==> src/sv/vaff_pkg.sv <==
package vaff_pkg;

    localparam int MAX_PACKET_DEF    = 512;
    localparam int TABLE_ENTRIES_DEF = 4;
    localparam int MAX_TABLE         = 4;
    localparam int ADDR_W            = 48;
    localparam int CFG_IDX_W         = 3;
    localparam int RES_DEPTH         = 4;

    // configuration register indexes
    localparam logic [CFG_IDX_W-1:0] REG_DEVICE_ADDR_0 = 3'd0;
    localparam logic [CFG_IDX_W-1:0] REG_DEVICE_ADDR_1 = 3'd1;
    localparam logic [CFG_IDX_W-1:0] REG_DEVICE_ADDR_2 = 3'd2;
    localparam logic [CFG_IDX_W-1:0] REG_DEVICE_ADDR_3 = 3'd3;
    localparam logic [CFG_IDX_W-1:0] REG_DEVICE_ENABLE = 3'd4;

    // frame check constants
    localparam logic [7:0]  FC_TYPE_MASK    = 8'h0C;
    localparam logic [3:0]  SUBTYPE_ACTION  = 4'd13;
    localparam logic [7:0]  CATEGORY_VENDOR = 8'd127;
    localparam logic [7:0]  OUI_0           = 8'd24;
    localparam logic [7:0]  OUI_1           = 8'd254;
    localparam logic [7:0]  OUI_2           = 8'd52;
    localparam logic [7:0]  ELEM_VENDOR     = 8'd221;
    localparam logic [7:0]  VENDOR_TYPE     = 8'd4;
    localparam logic [7:0]  ELEM_HDR_LEN    = 8'd5;
    localparam logic [15:0] RT_MIN_LEN      = 16'd8;

    // offsets into the frame behind the radiotap header
    localparam logic [15:0] K_FC          = 16'd0;
    localparam logic [15:0] K_SRC_FIRST   = 16'd10;
    localparam logic [15:0] K_SRC_LAST    = 16'd15;
    localparam logic [15:0] K_CATEGORY    = 16'd24;
    localparam logic [15:0] K_OUI_0       = 16'd25;
    localparam logic [15:0] K_OUI_1       = 16'd26;
    localparam logic [15:0] K_OUI_2       = 16'd27;
    localparam logic [15:0] K_ELEM_ID     = 16'd32;
    localparam logic [15:0] K_ELEM_LEN    = 16'd33;
    localparam logic [15:0] K_VENDOR_TYPE = 16'd37;
    localparam logic [15:0] K_VERSION     = 16'd38;
    localparam logic [15:0] K_PAYLOAD     = 16'd39;

    typedef struct packed {
        logic                 kind;
        logic [7:0]           payload_byte;
        logic [7:0]           payload_index;
        logic                 accepted;
        logic [ADDR_W-1:0]    source_addr;
        logic [7:0]           signal_level;
        logic [7:0]           vendor_version;
        logic [7:0]           payload_length;
        logic [MAX_TABLE-1:0] match_mask;
        logic                 truncated;
        logic                 last_result;
    } result_t;

    typedef struct packed {
        logic [1:0] count;
        result_t    first;
        result_t    second;
    } push_t;

    // byte offset of the antenna signal field for the low present bits
    function automatic logic [4:0] walk_offset(input logic [5:0] p);
        logic [5:0] i;
        i = 6'd8;
        if (p[0]) i = i + 6'd8;
        if (p[1]) i = i + 6'd1;
        if (p[2]) i = i + 6'd1;
        if (p[3])
        begin
            i = (i + 6'd1) & 6'h3E;
            i = i + 6'd4;
        end
        if (p[4]) i = i + 6'd1;
        return i[4:0];
    endfunction

endpackage

==> src/sv/vaff_device_table.sv <==
module vaff_device_table #(
    parameter int TABLE_ENTRIES = vaff_pkg::TABLE_ENTRIES_DEF
) (
    input  logic                           clk,
    input  logic                           rst_n,
    input  logic                           cfg_valid,
    input  logic [vaff_pkg::CFG_IDX_W-1:0] cfg_index,
    input  logic [vaff_pkg::ADDR_W-1:0]    cfg_data,
    input  logic [vaff_pkg::ADDR_W-1:0]    addr,
    output logic [vaff_pkg::MAX_TABLE-1:0] mask
);
    import vaff_pkg::*;

    logic [ADDR_W-1:0]        addr_reg [TABLE_ENTRIES];
    logic [TABLE_ENTRIES-1:0] enable_reg;

    always_ff @(posedge clk or negedge rst_n)
    begin
        if (!rst_n)
        begin
            enable_reg <= '0;
        end
        else if (cfg_valid && cfg_index == REG_DEVICE_ENABLE)
        begin
            enable_reg <= cfg_data[TABLE_ENTRIES-1:0];
        end
    end

    for (genvar i = 0; i < MAX_TABLE; i++)
    begin : g_entry
        if (i < TABLE_ENTRIES)
        begin : g_used
            always_ff @(posedge clk or negedge rst_n)
            begin
                if (!rst_n)
                begin
                    addr_reg[i] <= '0;
                end
                else if (cfg_valid && cfg_index == CFG_IDX_W'(i))
                begin
                    addr_reg[i] <= cfg_data;
                end
            end
            assign mask[i] = enable_reg[i] && (addr_reg[i] == addr);
        end
        else
        begin : g_unused
            assign mask[i] = 1'b0;
        end
    end

endmodule

==> src/sv/vaff_parser.sv <==
module vaff_parser #(
    parameter int MAX_PACKET = vaff_pkg::MAX_PACKET_DEF
) (
    input  logic                           clk,
    input  logic                           rst_n,
    input  logic                           in_valid,
    output logic                           in_ready,
    input  logic [7:0]                     rx_byte,
    input  logic                           end_of_packet,
    input  logic                           space_ok,
    output logic [vaff_pkg::ADDR_W-1:0]    source_next,
    input  logic [vaff_pkg::MAX_TABLE-1:0] match_mask,
    output vaff_pkg::push_t                push
);
    import vaff_pkg::*;

    localparam int POS_W = $clog2(MAX_PACKET + 1);

    logic              stage_v_reg;
    logic [7:0]        stage_byte_reg;
    logic              stage_eop_reg;

    logic [POS_W-1:0]  pos_reg,     pos_next;
    logic [15:0]       rl_reg,      rl_next;
    logic [5:0]        present_reg, present_next;
    logic [4:0]        sig_off_reg, sig_off_next;
    logic [7:0]        sig_reg,     sig_next;
    logic [ADDR_W-1:0] src_reg,     src_next;
    logic [7:0]        decl_reg,    decl_next;
    logic [7:0]        ver_reg,     ver_next;
    logic [7:0]        lnz_reg,     lnz_next;
    logic              checks_reg,  checks_next;

    logic        advance;
    logic        emit;
    logic [7:0]  idx;
    logic [7:0]  b;
    logic [15:0] k;
    logic [16:0] need;
    logic        trunc;
    logic        acc;
    result_t     r_pay;
    result_t     r_sum;

    assign advance  = stage_v_reg && space_ok;
    assign in_ready = !stage_v_reg || advance;
    assign b        = stage_byte_reg;

    always_ff @(posedge clk or negedge rst_n)
    begin
        if (!rst_n)
        begin
            stage_v_reg <= 1'b0;
        end
        else if (in_ready)
        begin
            stage_v_reg <= in_valid;
        end
    end

    always_ff @(posedge clk)
    begin
        if (in_ready && in_valid)
        begin
            stage_byte_reg <= rx_byte;
            stage_eop_reg  <= end_of_packet;
        end
    end

    always_comb
    begin
        pos_next     = pos_reg;
        rl_next      = rl_reg;
        present_next = present_reg;
        sig_off_next = sig_off_reg;
        sig_next     = sig_reg;
        src_next     = src_reg;
        decl_next    = decl_reg;
        ver_next     = ver_reg;
        lnz_next     = lnz_reg;
        checks_next  = checks_reg;
        emit         = 1'b0;
        idx          = '0;
        k            = 16'(pos_reg) - rl_reg;

        // bytes past the packet limit are dropped
        if (pos_reg < POS_W'(MAX_PACKET))
        begin
            pos_next = pos_reg + POS_W'(1);
            if (pos_reg == POS_W'(2))
            begin
                rl_next = {8'h00, b};
            end
            if (pos_reg == POS_W'(3))
            begin
                rl_next = {b, rl_reg[7:0]};
                if (rl_next < RT_MIN_LEN) checks_next = 1'b0;
            end
            if (pos_reg == POS_W'(4))
            begin
                present_next = b[5:0];
                sig_off_next = walk_offset(b[5:0]);
            end
            if (pos_reg >= POS_W'(8) && present_reg[5] && pos_reg == POS_W'(sig_off_reg))
            begin
                sig_next = b;
            end
            if (pos_reg >= POS_W'(8) && rl_reg >= RT_MIN_LEN && 16'(pos_reg) >= rl_reg)
            begin
                if (k == K_FC && ((b & FC_TYPE_MASK) != 8'h00 || b[7:4] != SUBTYPE_ACTION))
                begin
                    checks_next = 1'b0;
                end
                if (k >= K_SRC_FIRST && k <= K_SRC_LAST)
                begin
                    src_next = {src_reg[ADDR_W-9:0], b};
                end
                if ((k == K_CATEGORY && b != CATEGORY_VENDOR) ||
                    (k == K_OUI_0 && b != OUI_0) ||
                    (k == K_OUI_1 && b != OUI_1) ||
                    (k == K_OUI_2 && b != OUI_2) ||
                    (k == K_ELEM_ID && b != ELEM_VENDOR) ||
                    (k == K_VENDOR_TYPE && b != VENDOR_TYPE))
                begin
                    checks_next = 1'b0;
                end
                if (k == K_ELEM_LEN)
                begin
                    decl_next = (b >= ELEM_HDR_LEN) ? b - ELEM_HDR_LEN : 8'd0;
                end
                if (k == K_VERSION)
                begin
                    ver_next = b;
                end
                if (k >= K_PAYLOAD && k < K_PAYLOAD + 16'(decl_reg) && checks_next)
                begin
                    emit = 1'b1;
                    idx  = 8'(k - K_PAYLOAD);
                    if (b != 8'h00) lnz_next = idx + 8'd1;
                end
            end
        end

        need  = 17'(rl_next) + 17'(K_PAYLOAD) + 17'(decl_next);
        trunc = checks_next && (17'(pos_next) < need);
        acc   = checks_next && !trunc;
    end

    assign source_next = src_next;

    always_comb
    begin
        r_pay               = '0;
        r_pay.payload_byte  = b;
        r_pay.payload_index = idx;
        r_pay.last_result   = !stage_eop_reg;

        r_sum                = '0;
        r_sum.kind           = 1'b1;
        r_sum.accepted       = acc;
        r_sum.source_addr    = acc ? src_next : '0;
        r_sum.signal_level   = sig_next;
        r_sum.vendor_version = acc ? ver_next : 8'd0;
        r_sum.payload_length = acc ? lnz_next : 8'd0;
        r_sum.match_mask     = acc ? match_mask : '0;
        r_sum.truncated      = trunc;
        r_sum.last_result    = 1'b1;

        push        = '0;
        push.first  = emit ? r_pay : r_sum;
        push.second = r_sum;
        if (advance)
        begin
            push.count = 2'(emit) + 2'(stage_eop_reg);
        end
    end

    always_ff @(posedge clk or negedge rst_n)
    begin
        if (!rst_n)
        begin
            pos_reg     <= '0;
            rl_reg      <= '0;
            present_reg <= '0;
            sig_off_reg <= '0;
            sig_reg     <= '0;
            src_reg     <= '0;
            decl_reg    <= '0;
            ver_reg     <= '0;
            lnz_reg     <= '0;
            checks_reg  <= 1'b1;
        end
        else if (advance)
        begin
            if (stage_eop_reg)
            begin
                // drop all packet state after the summary
                pos_reg     <= '0;
                rl_reg      <= '0;
                present_reg <= '0;
                sig_off_reg <= '0;
                sig_reg     <= '0;
                src_reg     <= '0;
                decl_reg    <= '0;
                ver_reg     <= '0;
                lnz_reg     <= '0;
                checks_reg  <= 1'b1;
            end
            else
            begin
                pos_reg     <= pos_next;
                rl_reg      <= rl_next;
                present_reg <= present_next;
                sig_off_reg <= sig_off_next;
                sig_reg     <= sig_next;
                src_reg     <= src_next;
                decl_reg    <= decl_next;
                ver_reg     <= ver_next;
                lnz_reg     <= lnz_next;
                checks_reg  <= checks_next;
            end
        end
    end

`ifndef SYNTHESIS
    a_clear_after_summary: assert property (@(posedge clk) disable iff (!rst_n)
        advance && stage_eop_reg |=> pos_reg == '0 && checks_reg)
        else $error("packet state not cleared after summary");

    a_pair_order: assert property (@(posedge clk) disable iff (!rst_n)
        push.count == 2'd2 |-> !push.first.kind && push.second.kind)
        else $error("payload word must precede summary word");

    a_stall_cause: assert property (@(posedge clk) disable iff (!rst_n)
        !in_ready |-> stage_v_reg && !space_ok)
        else $error("input stalled without a full result queue");
`endif

endmodule

==> src/sv/vaff_result_fifo.sv <==
module vaff_result_fifo #(
    parameter int DEPTH = vaff_pkg::RES_DEPTH
) (
    input  logic              clk,
    input  logic              rst_n,
    input  vaff_pkg::push_t   push,
    output logic              space_ok,
    output logic              out_valid,
    input  logic              out_ready,
    output vaff_pkg::result_t out_data
);
    import vaff_pkg::*;

    localparam int PTR_W = $clog2(DEPTH);
    localparam int CNT_W = $clog2(DEPTH + 1);

    result_t          mem_reg [DEPTH];
    logic [PTR_W-1:0] head_reg, head_next;
    logic [PTR_W-1:0] tail_reg, tail_next;
    logic [PTR_W-1:0] tail_plus;
    logic [CNT_W-1:0] count_reg, count_next;
    logic             pop;

    function automatic logic [PTR_W-1:0] ptr_inc(input logic [PTR_W-1:0] p);
        return (p == PTR_W'(DEPTH - 1)) ? '0 : p + PTR_W'(1);
    endfunction

    assign pop       = out_valid && out_ready;
    assign out_valid = count_reg != '0;
    assign out_data  = mem_reg[head_reg];
    assign space_ok  = count_reg <= CNT_W'(DEPTH - 2);
    assign tail_plus = ptr_inc(tail_reg);

    always_comb
    begin
        head_next  = pop ? ptr_inc(head_reg) : head_reg;
        case (push.count)
            2'd1:    tail_next = tail_plus;
            2'd2:    tail_next = ptr_inc(tail_plus);
            default: tail_next = tail_reg;
        endcase
        count_next = count_reg + CNT_W'(push.count) - CNT_W'(pop);
    end

    always_ff @(posedge clk or negedge rst_n)
    begin
        if (!rst_n)
        begin
            head_reg  <= '0;
            tail_reg  <= '0;
            count_reg <= '0;
        end
        else
        begin
            head_reg  <= head_next;
            tail_reg  <= tail_next;
            count_reg <= count_next;
        end
    end

    always_ff @(posedge clk)
    begin
        if (push.count != 2'd0)
        begin
            mem_reg[tail_reg] <= push.first;
        end
        if (push.count == 2'd2)
        begin
            mem_reg[tail_plus] <= push.second;
        end
    end

`ifndef SYNTHESIS
    a_count_bound: assert property (@(posedge clk) disable iff (!rst_n)
        count_reg <= CNT_W'(DEPTH))
        else $error("result queue count out of range");

    a_no_overflow: assert property (@(posedge clk) disable iff (!rst_n)
        push.count != 2'd0 |-> space_ok)
        else $error("push into result queue without room");

    a_head_hold: assert property (@(posedge clk) disable iff (!rst_n)
        out_valid && !out_ready |=> $stable(head_reg))
        else $error("head advanced while output stalled");
`endif

endmodule

==> src/sv/vendor_action_frame_filter.sv <==
// An accepted byte is held in the input register and then written into the result queue.
// Throughput: one byte per cycle unless stalled; a final byte with payload gives two words,
// which leave one per cycle while out_ready is high through a four-word result queue.
// The input register stalls only when the result queue has room for fewer than two words.
// Reset (rst_n low, asynchronous): packet state cleared, address table and enables
// zeroed, result queue emptied.
module vendor_action_frame_filter #(
    parameter int MAX_PACKET    = vaff_pkg::MAX_PACKET_DEF,
    parameter int TABLE_ENTRIES = vaff_pkg::TABLE_ENTRIES_DEF
) (
    input  logic                           clk,
    input  logic                           rst_n,
    input  logic                           in_valid,
    output logic                           in_ready,
    input  logic [7:0]                     rx_byte,
    input  logic                           end_of_packet,
    output logic                           out_valid,
    input  logic                           out_ready,
    output logic                           kind,
    output logic [7:0]                     payload_byte,
    output logic [7:0]                     payload_index,
    output logic                           accepted,
    output logic [vaff_pkg::ADDR_W-1:0]    source_addr,
    output logic [7:0]                     signal_level,
    output logic [7:0]                     vendor_version,
    output logic [7:0]                     payload_length,
    output logic [vaff_pkg::MAX_TABLE-1:0] match_mask,
    output logic                           truncated,
    output logic                           last_result,
    input  logic                           cfg_valid,
    output logic                           cfg_ready,
    input  logic [vaff_pkg::CFG_IDX_W-1:0] cfg_index,
    input  logic [vaff_pkg::ADDR_W-1:0]    cfg_data
);
    import vaff_pkg::*;

    logic [ADDR_W-1:0]    source_next;
    logic [MAX_TABLE-1:0] mask;
    logic                 space_ok;
    push_t                push;
    result_t              out_data;

    assign cfg_ready = 1'b1;

    vaff_device_table #(
        .TABLE_ENTRIES (TABLE_ENTRIES)
    ) u_table (
        .clk       (clk),
        .rst_n     (rst_n),
        .cfg_valid (cfg_valid && cfg_ready),
        .cfg_index (cfg_index),
        .cfg_data  (cfg_data),
        .addr      (source_next),
        .mask      (mask)
    );

    vaff_parser #(
        .MAX_PACKET (MAX_PACKET)
    ) u_parser (
        .clk           (clk),
        .rst_n         (rst_n),
        .in_valid      (in_valid),
        .in_ready      (in_ready),
        .rx_byte       (rx_byte),
        .end_of_packet (end_of_packet),
        .space_ok      (space_ok),
        .source_next   (source_next),
        .match_mask    (mask),
        .push          (push)
    );

    vaff_result_fifo #(
        .DEPTH (RES_DEPTH)
    ) u_fifo (
        .clk       (clk),
        .rst_n     (rst_n),
        .push      (push),
        .space_ok  (space_ok),
        .out_valid (out_valid),
        .out_ready (out_ready),
        .out_data  (out_data)
    );

    assign kind           = out_data.kind;
    assign payload_byte   = out_data.payload_byte;
    assign payload_index  = out_data.payload_index;
    assign accepted       = out_data.accepted;
    assign source_addr    = out_data.source_addr;
    assign signal_level   = out_data.signal_level;
    assign vendor_version = out_data.vendor_version;
    assign payload_length = out_data.payload_length;
    assign match_mask     = out_data.match_mask;
    assign truncated      = out_data.truncated;
    assign last_result    = out_data.last_result;

endmodule
==> config.mk <==
export PLATFORM = sky130hd
export DESIGN_NAME = vendor_action_frame_filter
export DESIGN_NICKNAME = d
export VERILOG_FILES = /design/src/sv/vaff_pkg.sv /design/src/sv/vaff_device_table.sv /design/src/sv/vaff_parser.sv /design/src/sv/vaff_result_fifo.sv /design/src/sv/vendor_action_frame_filter.sv
export SDC_FILE = /design/constraint.sdc
export NUM_CORES = 1
export LEC_CHECK = 0
export BUFFER_PORTS_ARGS = -buffer_cell sky130_fd_sc_hd__buf_2
export CAP_MARGIN = 20
export CELL_PAD_IN_SITES_DETAIL_PLACEMENT = 2
export CELL_PAD_IN_SITES_GLOBAL_PLACEMENT = 2
export CORE_ASPECT_RATIO = 1.1
export CORE_MARGIN = 2
export CORE_UTILIZATION = 35
export CTS_BUF_LIST = sky130_fd_sc_hd__clkbuf_4
export DETAILED_ROUTE_END_ITERATION = 8
export PLACE_DENSITY = 0.79
export SLEW_MARGIN = 20
export SYNTH_ARGS = -nofsm -noshare
export SYNTH_HDL_FRONTEND = slang
export SYNTH_SLANG_ARGS = --single-unit
export TNS_END_PERCENT = 5
==> constraint.sdc <==
create_clock -name clk -period 7.9 [get_ports clk]
set_input_delay 1.975 -clock clk [delete_from_list [all_inputs] [get_ports clk]]
set_output_delay 1.975 -clock clk [all_outputs]
set_load 0.01 [all_outputs]
Yosys cells after proc, flatten, opt, wreduce, memory -nomap -nowiden
Memory sizes are Yosys's and may differ from the RTL's.
Index checks and enable logic that the tools add are counted.
{ "totals": {"memories": 1, "ram_bits": 384, "reg_bits": 331} }
{ "classes": {"order_cmp": 12, "n_reduce_logical": 48, "eq_ne": 32, "n_addsub": 19, "n_mux": 75} }
{ "memory_table": {"columns": ["memory", "depth", "width", "read_ports", "rd_ports_with_merged_regs", "write_ports", "line_no", "text"], "rows": [
  ["u_fifo.mem_reg", 4, 96, 1, 0, 2, "vaff_result_fifo.sv:17", "result_t mem_reg [DEPTH];"]
]} }
{ "ops": {"columns": ["cell", "count"], "rows": [
  ["2-to-1 mux 48 bit", 5],
  ["== test 48 bit", 4],
  ["2-to-1 mux 8 bit", 22],
  ["2-to-1 mux 96 bit", 1],
  ["2-to-1 mux 5 bit", 16],
  ["== test 16 x 5 -> 1 bit (second input constant)", 4],
  ["== test 16 x 6 -> 1 bit (second input constant)", 4],
  ["2-to-1 mux 16 bit", 4],
  [">= comparator 16 x 4 -> 1 bit (second input constant)", 2],
  ["logical AND 1 bit", 28],
  ["adder 5 x 1 -> 5 bit (second input constant)", 4],
  ["== test 10 x 2 -> 1 bit (second input constant)", 2],
  ["2-to-1 mux 10 bit", 2],
  ["2-to-1 mux 6 bit", 3],
  ["adder 16 x 6 -> 17 bit (second input constant)", 1],
  ["adder 17 x 8 -> 17 bit", 1],
  ["less-than comparator 10 x 17 -> 1 bit", 1],
  [">= comparator 10 x 16 -> 1 bit", 1],
  [">= comparator 16 x 6 -> 1 bit (second input constant)", 1],
  ["less-or-equal comparator 16 x 4 -> 1 bit (second input constant)", 1],
  ["logical NOT 16 bit", 1],
  ["less-than comparator 16 x 4 -> 1 bit (second input constant)", 1],
  ["less-than comparator 16 x 9 -> 1 bit", 1],
  ["2-to-1 mux 1 bit", 16],
  ["other kinds (38)", 60]
]} }

Longest topological paths before layout
{ "logic_depth": {"depth_word": 21, "depth_mapped": 34, "mapped_depth_nobuf": 30} }

Hierarchy
A second synthesis with hierarchy kept.
{ "hier_totals": {"hier_cells": 2946, "area_unflattened_um2": 38822.2} }
{ "by_module_without_submodules": {"columns": ["module", "seq_area_each_um2", "instances", "area_each_um2", "cells_each"], "rows": [
  ["vaff_result_fifo", 11706.2, 1, 18995.7, 986],
  ["vaff_parser", 3124.2, 1, 10327.4, 1233],
  ["vaff_device_table", 4904.7, 1, 9487.8, 725],
  ["vendor_action_frame_filter", 0.0, 1, 11.3, 2]
]} }

Worst setup path before layout
No wires, ideal clock.
{ "synth_path": {"kind": "register to register", "from": "register u_parser.pos_reg[0]", "to": "memory u_fifo.mem_reg[1][5] (netlist bit) (data pin)", "arrival_time_ps": 6610, "path_stages_with_launch": 32, "path_slack_ps": 1121, "setup_time_ps": 169, "period_less_slack_ps": 6779, "t_required_ps": 7731, "cell_sequence": "dfrtp_1 > clkbuf_1 > inv_1 > ha_1 > fa_1 > nor2b_1 > o31a_1 > o211ai_1 > a32oi_1 > and2_1 > clkbuf_1 > nand2_1 > or2_1 > nor3_4 > mux2_2 > ha_1 > ha_1 > nor2b_1 > o21ai_0 > a21oi_1 > o21ai_0 > nand2b_1 > xnor2_1 > ha_1 > o21ai_0 > a211oi_1 > o21ai_0 > a22oi_2 > nor3b_4 > nand2_2 > buf_2 > nor4b_2"} }
{ "synth_lines": {"columns": ["element", "line_no", "text"], "rows": [
  ["from (decl)", "vaff_parser.sv:23", "logic [POS_W-1:0] pos_reg, pos_next;"],
  ["from (signal assigned)", "vaff_parser.sv:211", "pos_reg <= pos_next;"],
  ["to (decl)", "vaff_result_fifo.sv:17", null]
]} }

==> metrics.yaml <==
area_growth_pct: 13.5
grt_pass1_vias: 32300
switchingPower_uw: 5960
max_stage_delay_ns: 0.47
worstSetupPathType: "reg -> reg"
worst-path-max-fanout: 24
hold_viol_final: 0
syn_area_per_cell_um2: 11.1
p_sw_frac: 0.419
yosys.area.top_type: "edfxtp_1"
whs_path_depth: 2
drtPass1Iterations: 6
drive_above_1_share: 0.230
grt_pass1_wl_mm: 232
synth.top_cell.area_share: 0.266
clockRootBuffer: "clkbuf_4"
syn_area_mm2: 0.0362
syn-num-nets: 3394
finalCriticalPeriod_ns: 7.41
outcome: "completed"
rrSetupSlack_ns: 0.49
grt_overflow: 0
startpoint_type: "flip-flop"
drt_iter0_drc: 2787
slew_headroom: 0.169
leakage_uw: 0.0160
internal-power_uw: 8260
rr_startpoint: "u_parser.pos_reg[0]"
port_buffers: 162
cpMostUsedCell: "ha_1"
numCtsBuffers: 191
wl_met1_mm: 66.3
groute.usage.overall: 0.301
wl_mm: 161
drv_slew: 0
synth_edf_count: 321
timing.fmax_mhz: 135
avgViaCountPerCell: 6.01
cts_tree: "done"
drv_cap: 0
wl_per_cell_um: 32.3
setup_viol: 0
die_h_um: 342
yosys_warnings: 0
min_period_over_period: 0.938
synth_cell_types: 90
p_per_area_mw_per_mm2: 346
pwr-share-seq: 0.351
core_area_mm2: 0.102
ir_drop_mv: 0.294
crit_required_ns: 8.82
ioPinCount: 164
ys_seq_elements: 710
multi_input_area_mm2: 0.0158
power_uw: 14200
final-seq-area_mm2: 0.0190
mostFrequentLayoutCells: "nor2_1 (384), edfxtp_1 (321), dfrtp_1 (314)"
reg2reg_depth: 29
min_from: "u_fifo.mem_reg[1][95]"
cts.clk_slew.worst_paths_ns: 0.06
setup_slack_ns: 0.491
seq_area_frac_synth: 0.525
min_to: "u_fifo.mem_reg[1][95]"
nets: 3615
worstSkewPairLatency_ns: 1.15
pwr-share-comb: 0.410
endpoint_kind: "flip-flop"
rsz0062_at_grt: "true"
layout_commonest_cell: "nor2_1"
dieArea_mm2: 0.106
htree_levels: 4
async_reset_ff_frac: 0.446
utilization: 0.402
place_ws_ns: 0.138
top_layer_used: "met4"
place_congestion: 1.03
hold_class: "reg -> reg"
r2r-end: "u_fifo.mem_reg[1][54]"
hpwl_mm: 113
drc: 0
cts_hold_buffers: 0
rows: 123
worst_pin_slew_ns: 1.21
ys_top_cells_by_area: "edfxtp_1 (27%), dfrtp_1 (22%), mux4_2 (6.0%), mux2_2 (4.3%), nor2_1 (4.0%)"
arrival_ns: 8.33
largest_register_ffs: 384
cp_slowest_cell: "fa_1"
whs_ns: 0.454
clock_sinks: 710
p_clk_frac: 0.239
start_util: 0.354
vias: 30000
ys.flop_type: "edfxtp_1"
antenna_left: 0
wl_met2_mm: 75.2
synth_cells: 3252
antenna_found_initial: 4
grt_max_degree: 167
skew_ns: 0.101
clk_path_buf_depth: 3
fp.dieW_um: 311
fill_cells: 10900
dr_wl_met3_mm: 11.4
power by group through the flow:
stage / clock (uW) / combinational (uW) / sequential [uW]
after floorplan: 0 / 3760 / 4700
after detailed placement: 0 / 5770 / 5030
after global placement: 0 / 5600 / 4990
after CTS: 3480 / 5810 / 4960
final: 3400 / 5830 / 4990
after global routing: 3650 / 6290 / 5010
cell type report:
cell class,instances,share of cell area
Sequential cell,710,0.462
Multi-Input combinational cell,2145,0.383
Tap cell,1375,0.0418
Inverter,180,0.0166
Clock inverter,52,0.00772
Clock buffer,282,0.0514
Antenna cell,3,0.000182
Timing Repair Buffer,245,0.0373
through the flow:
step           cells  TNS [ns]  instance area, um^2
2_1_floorplan   3252         0                36200
3_3_place_gp    4652         0                38700
3_5_place_dp    4652         0                38700
4_1_cts         4986         0                41100
5_1_grt         4990     -1.13                41100
6_report        4992         0                41200
synthesized netlist by cell type (15+ instances only):
cell type  instances
ha_1              74
a21oi_1          122
inv_1            177
mux2i_1           50
o22ai_1          150
o21ai_0          174
nor3_1            35
a22oi_1           41
nor2_1           386
nand2b_1          15
clkbuf_1         162
nand2_1          212
mux2_2           140
mux4_2            96
nand4_1           48
buf_1             26
xnor2_1          105
buf_2             23
edfxtp_1         321
a22o_1            54
nor4_1            51
dfxtp_1           72
dfrtp_1          316
nor2b_1           21
a221oi_1          37
xor2_1           116
nand3_1           27
repair_timing:
item | in CTS | in global routing
setup endpoints to repair | 0 | 264
resized for setup | 0 | 6
setup buffers | 0 | 3
how the worst max path moves through the flow:
stage	cells after the start	slack, ns	to	start
detailed placement	29	0.14	u_fifo.mem_reg[0][18]	u_parser.pos_reg[0]
global route	32	-0.08	u_fifo.mem_reg[1][67]	u_parser.pos_reg[0]
CTS	29	0.07	u_fifo.mem_reg[0][18]	u_parser.pos_reg[0]
finish	29	0.49	u_fifo.mem_reg[1][54]	u_parser.pos_reg[0]
floorplan	31	1.12	u_fifo.mem_reg[1][5]	u_parser.pos_reg[0]
global placement	29	0.49	u_fifo.mem_reg[1][2]	u_parser.pos_reg[0]
critical path, delay by kind of cell, from the launching register on:
kind | cells | cell delay [ns]
xor gates and xnor gates | 1 | 0.18
muxes | 1 | 0.40
DFF | 1 | 0.35
and+or+nand+nor | 10 | 2.25
AOI/OAI and AO/OA | 10 | 2.02
adders and majority gates | 5 | 1.57
buffers and inverters | 2 | 0.44
cells by family (layout without fill, tap and decap cells):
family          count (synthesis)  in the layout  share of synthesized area
simple gates                  877            877                      0.112
flops                         710            710                      0.525
compound gates                681            681                      0.122
buf+inv                       397            759                     0.0427
mux                           288            288                      0.118
xor+xnor                      221            221                     0.0534
fa+ha+maj                      77             77                     0.0272
other cells                     1              4                   0.000103
layer usage:
| metal | vias to the layer above | GRT usage |
|---|---|---|
| met5 | - | 0 |
| met1 | 15700 | 0.388 |
| li1 | 12400 | - |
| met3 | 430 | 0.0598 |
| met4 | 0 | 0.153 |
| met2 | 1470 | 0.482 |
Note: power is estimated with default switching activity, not from simulation.
